===== src/hw/rtl/rmeul_pkg.sv =====
`default_nettype none
package rmeul_pkg;

    localparam int DataW       = 16;
    localparam int MagW        = 15;
    localparam int CordicDef   = 16;
    localparam int AtanTabLen  = 24;
    // cordic datapath: |v| <= 2^15 scaled by 2^16, growth below 2x
    localparam int CxW         = 35;
    localparam int ZW          = 34;
    localparam int SqW         = 29;
    localparam int RootW       = 15;

    localparam logic signed [ZW-1:0] PiQ30     = 34'sd3373259426;
    localparam logic signed [15:0]   PiQ13     = 16'sd25736;
    localparam logic signed [15:0]   HalfPiQ13 = 16'sd12868;
    localparam logic signed [DataW-1:0] OneQ14 = 16'sd16384;

    localparam logic [1:0] RegMinMag = 2'd0;

    // arctangent of 2^-i in q2.30
    function automatic logic signed [ZW-1:0] atan_q30(input int i);
        logic signed [ZW-1:0] r;
        case (i)
            0: r = 34'sd843314856;
            1: r = 34'sd497837829;
            2: r = 34'sd263043836;
            3: r = 34'sd133525158;
            4: r = 34'sd67021686;
            5: r = 34'sd33543515;
            6: r = 34'sd16775850;
            7: r = 34'sd8388437;
            8: r = 34'sd4194282;
            9: r = 34'sd2097149;
            10: r = 34'sd1048575;
            11: r = 34'sd524287;
            12: r = 34'sd262143;
            13: r = 34'sd131071;
            14: r = 34'sd65535;
            15: r = 34'sd32767;
            16: r = 34'sd16383;
            17: r = 34'sd8191;
            18: r = 34'sd4095;
            19: r = 34'sd2047;
            20: r = 34'sd1023;
            21: r = 34'sd511;
            22: r = 34'sd255;
            23: r = 34'sd127;
            default: r = '0;
        endcase
        return r;
    endfunction

    // q2.30 to q3.13, round half away from zero, clamp
    function automatic logic signed [15:0] to_q13(input logic signed [ZW-1:0] a,
                                                  input logic signed [15:0] lim);
        logic [ZW-1:0] m;
        logic [ZW-1:0] q;
        logic signed [ZW-1:0] r;
        m = a[ZW-1] ? ZW'(-a) : ZW'(a);
        q = (m + ZW'(65536)) >> 17;
        r = a[ZW-1] ? -$signed(q) : $signed(q);
        if (r > ZW'(lim))
            r = ZW'(lim);
        if (r < -ZW'(lim))
            r = -ZW'(lim);
        return r[15:0];
    endfunction

    typedef struct packed {
        logic signed [CxW-1:0] x;
        logic signed [CxW-1:0] y;
        logic signed [ZW-1:0]  z;
        logic                  zero;
    } cvec_t;

endpackage
`default_nettype wire


===== src/hw/rtl/rmeul_isqrt.sv =====
`default_nettype none
// pipelined square root of 2^28 - m02^2, one result bit per stage
module rmeul_isqrt
(
    input  wire logic clk,
    input  wire logic en,
    input  wire logic [rmeul_pkg::SqW-1:0] val,
    output logic [rmeul_pkg::RootW-1:0] root
);
    import rmeul_pkg::*;

    localparam int N = RootW;

    logic [SqW-1:0] rem_reg [N+1];
    logic [RootW-1:0] res_reg [N+1];

    assign rem_reg[0] = val;
    assign res_reg[0] = '0;

    // restoring square root, msb first
    genvar g;
    generate
        for (g = 0; g < N; g++)
        begin : g_st
            localparam int B = N - 1 - g;
            logic [RootW-1:0] trial;
            logic [SqW+1:0] sq;
            always_comb
            begin
                trial = res_reg[g] | (RootW'(1) << B);
                sq = (SqW+2)'(trial) * (SqW+2)'(trial);
            end
            always_ff @(posedge clk)
            begin
                if (en)
                begin
                    rem_reg[g+1] <= rem_reg[g];
                    res_reg[g+1] <= (sq <= (SqW+2)'(rem_reg[g])) ? trial : res_reg[g];
                end
            end
        end
    endgenerate

    assign root = res_reg[N];
endmodule
`default_nettype wire


===== config.mk =====
export PLATFORM = sky130hd
export DESIGN_NAME = rmeul_isqrt
export DESIGN_NICKNAME = d
export VERILOG_FILES = /design/src/hw/rtl/rmeul_pkg.sv /design/src/hw/rtl/rmeul_isqrt.sv
export SDC_FILE = /design/constraint.sdc
export NUM_CORES = 2
export LEC_CHECK = 0
export BUFFER_PORTS_ARGS = -buffer_cell sky130_fd_sc_hd__buf_2
export CAP_MARGIN = 15
export CORE_UTILIZATION = 55
export DETAILED_ROUTE_END_ITERATION = 16
export HOLD_SLACK_MARGIN = 0.12
export PLACE_DENSITY = 0.72
export SYNTH_ARGS = -nofsm -noshare
export SYNTH_HDL_FRONTEND = slang
export SYNTH_SLANG_ARGS = --single-unit

===== constraint.sdc =====
create_clock -name clk -period 7.2 [get_ports clk]
set_clock_uncertainty 0.05 [all_clocks]
set_input_delay 1.44 -clock clk [delete_from_list [all_inputs] [get_ports clk]]
set_output_delay 1.44 -clock clk [all_outputs]
set_load 0.05 [all_outputs]

== Yosys cells after proc, flatten, opt, wreduce, memory -nomap -nowiden ==
Index checks and enable logic that the tools add are counted.

* Logic and storage cells: 73
* Output and inout port bits: 15
* Register bits after elaboration: 631
* Bits of input ports: 31

* Multiply operators: 14
* Order comparisons: 15
* Mux-type cells: 1

{| class="wikitable"
|+ Operators with widths
! cell !! count
|-
| $le 30x29->1 || 14
|-
| $mul 15x15->30 || 14
|-
| $le 29x29->1 const A || 1
|-
| $mux 15 || 1
|}

== Longest topological paths before layout ==
* Word-level depth: 2
* Gate-level depth with buffers: 35
* Depth with buffers taken out: 34

== Worst setup path after synthesis ==
OpenSTA, ideal clock, no wires.

* Kind: register to register
* From: register res_reg (netlist bit g_st[14].trial[3])
* To: register res_reg (netlist bit root[0]), data pin
* Clock period less this slack: 7583 ps
* Setup time: 146 ps
* Arrival: 7387 ps
* Setup slack: -383 ps
* Required time: 7004 ps
* Stages on the path, launching flop included: 32
* Path buffers: 2
* Cell sequence: edfxtp_1 clkbuf_1 nand2_1 inv_1 fa_1 inv_1 fa_1 fa_1 fa_1 inv_1 fa_1 inv_1 fa_1 inv_1 ha_1 clkbuf_1 a41o_1 a21oi_1 a21oi_1 a2111oi_0 o21bai_1 a21o_1 xor2_1 ha_1 a21o_1 a21o_1 a21o_1 a21o_1 a21o_1 a221oi_1 o31ai_1 a21oi_1

* Longest elaborated chain between the ends: 2

{| class="wikitable"
|+ Ends and longest elaborated chain
! item !! line !! RTL
|-
| from (decl) || rmeul_isqrt.sv:15 || <nowiki>logic [RootW-1:0] res_reg [N+1];</nowiki>
|-
| from (signal, indexed assignment) || rmeul_isqrt.sv:38 || <nowiki>res_reg[g+1] <= (sq <= (SqW+2)'(rem_reg[g])) ? trial : res_reg[g];</nowiki>
|-
| $mul 15x15->30 || rmeul_isqrt.sv:31 || <nowiki>sq = (SqW+2)'(trial) * (SqW+2)'(trial);</nowiki>
|-
| $le 30x29->1 || rmeul_isqrt.sv:38 ||
|}

No other way between the ends.
A chain may end at the register's enable or synchronous reset.

== Final worst setup path ==
* From: register res_reg (netlist bit g_st[13].trial[3])
* To: register res_reg (netlist bit g_st[14].trial[1]), data pin

The elaborated chain is that of the path after synthesis.

==> results_dict.tcl <==
set metrics [dict create \
    cp_slowest_cell "fa_1" \
    slew-limit-headroom 0.2055 \
    ant_nets 0 \
    min_period_ps 7250 \
    rows 115 \
    maxSlewViolCount 0 \
    start_util 0.5552 \
    vias_per_cell 5.251 \
    worstSkewPairLatency_ps 660 \
    violations "negative setup slack" \
    die_y_um 317.2 \
    cp-end-kind "flop" \
    period_share 1.007 \
    area_growth_pct 13.83 \
    setup_slack_ps -50.39 \
    final_common_cell "inv_1" \
    drive_gt1_frac 0.1358 \
    syn_inst 4963 \
    cts_hold_buf 0 \
    core_area_mm2 0.09842 \
    cts_tree "yes" \
    start_kind "flop" \
    critPathMaxFanout 6 \
    die_w_um 317.2 \
    place_inst 6519 \
    final_cell_mix "inv_1 (1141), ha_1 (907), fa_1 (626)" \
    cts_buffer_depth 3 \
    grt_overflow 0 \
    ys_seq_area_frac 0.2890 \
    yosysWarnings 0 \
    routedWlPerCell_um 16.95 \
    grtUsageTotal 0.2370 \
    critical_path.max_stage_delay_ps 580 \
    antenna_found_initial 1 \
    clock-sinks 526 \
    cp_common_cell "fa_1" \
    yosys_register_bits 526 \
    cts_root_buf "clkbuf_16" \
    place_area_mm2 0.05857 \
    cts_made_buffers 56 \
    synth_edf_count 526 \
    worst_pin_slew_ps 1192 \
    hold_viol 0 \
    top_layer_used "met4" \
    drt_iter0_drc 1916 \
    final_area_mm2 0.06220 \
    crit_type "reg -> reg" \
    async_reset_ff_frac 0 \
    final_core_util 0.6320 \
    wl_met1_um 49270 \
    synth_top_cell_by_area "edfxtp_1" \
    crit_buf_inv 6 \
    avgSynthCellArea_um2 11.01 \
    rrSetupSlack_ps -50 \
    grt_setup_unrepaired "true" \
    clock.fmax_mhz 137.9 \
    synth-main-ff-cell "edfxtp_1" \
    met2_length_um 57370 \
    grt_pass1_wl_um 189100 \
    nets 6979 \
    wl_um 113800 \
    largest_reg_flops 406 \
    crit_arrival_ps 7580 \
    setup_viol 2 \
    yosysTopAreaCellShare 0.2890 \
    io_buffers 45 \
    clkTransAtPathRegs_ps 70 \
    drv_cap 0 \
    num_vias 35260 \
    yosys-top-cells-area "edfxtp_1 (29%), fa_1 (23%), ha_1 (21%)" \
    drc 0 \
    met3_length_um 4165 \
    required_ps 7530 \
    instances_no_fill 6715 \
    syn_nets 6560 \
    synthDistinctLibCells 65 \
    dp_hpwl_um 92080 \
    gp_congestion 0.9281 \
    grt_max_degree 221 \
    dieArea_mm2 0.1006 \
    fin_tns_setup_ps -69.92 \
    htreeDepth 2 \
    status "complete, but fails checks" \
    crit_family "adder cells" \
    hold_path_class "reg -> reg" \
    synthesis.area_mm2 0.05465 \
    grt_pass1_vias 37800 \
    top_level_ports 46 \
    first_pass_iters 5 \
]
-- through the flow --
stage / worst slack (ps) / hold WS, ps
after detailed placement: -346.0 / 354.5
final: -50.39 / 359.2
after floorplan: 1.210 / 350.3
after CTS: -66.87 / 353.7
after global placement: -229.4 / 351.5
after global routing: -436.5 / 372.0
-- path summary, 6_finish.rpt --
check,from,to,cells past startpoint
worst max-delay path,g_st[13].trial[3]$_DFFE_PP_,g_st[14].trial[1]$_SDFFCE_PP1P_,29
worst max register to register,g_st[13].trial[3]$_DFFE_PP_,g_st[14].trial[1]$_SDFFCE_PP1P_,29
worst min-delay path,rem_reg[415]$_DFFE_PP_,rem_reg[386]$_DFFE_PP_,0
worst min register to register,rem_reg[415]$_DFFE_PP_,rem_reg[386]$_DFFE_PP_,0
-- synth_stat cells, drive strengths merged, types with 5 or more instances --
| cell | instances |
|---|---|
| inv | 1165 |
| ha | 931 |
| fa | 635 |
| edfxtp | 526 |
| nand2 | 243 |
| and2 | 202 |
| xnor2 | 199 |
| nor2 | 185 |
| a21oi | 143 |
| o21ai | 94 |
| a21o | 72 |
| clkbuf | 70 |
| nor2b | 50 |
| nand2b | 44 |
| nor4 | 38 |
| nand4 | 37 |
| xor2 | 36 |
| nor3 | 35 |
| nand3 | 30 |
| o21a | 29 |
| or2 | 22 |
| o211ai | 15 |
| o21bai | 15 |
| mux2 | 12 |
| a211oi | 11 |
| and3 | 10 |
| a21boi | 9 |
| a31oi | 9 |
| or3 | 9 |
| a41oi | 7 |
| a221oi | 6 |
| o31ai | 6 |
| nor4b | 5 |
-- layout make-up --
cell class              count  area, um2
fillers                  7676      36210
multi-input cells        3201      35040
flip-flops and latches    526      15800
inverters                1165       4388
repair buffers            432       3304
well taps                1287       1610
clock buffers              59       1413
clock inverters            44      653.1
diodes                      1      2.502
-- metal layers --
layer  up-vias  track usage
met4         0      0.06100
met1     17580       0.3112
met5         -            0
li1      16940            -
met2       587       0.4198
met3       159      0.02341
-- cells by family after synthesis --
| logic type | share of synthesized area |
|---|---|
| xor+xnor | 0.03766 |
| flops | 0.2890 |
| fa+ha+maj | 0.4458 |
| mux | 0.002656 |
| buf+inv | 0.08490 |
| simple gates | 0.08650 |
| compound gates | 0.05344 |
-- worst register-to-register path, delay by kind of cell (launching register included) --
family          cells  cell delay, ps
fa+ha+maj           8            3470
flops               1             410
xor+xnor            1             100
buf+inv             6             480
compound gates      9            1270
simple gates        5            1190
-- timing repair --
item | 4_1_cts | 5_1_grt
setup buffers | 55 | 37
setup endpoints to repair | 4 | 7
resized for setup | 92 | 117
pin swaps | 125 | 90
Power is left out: the tool's default activity adds up to more than one toggle a clock period on the data nets, which glitch-free logic cannot reach.
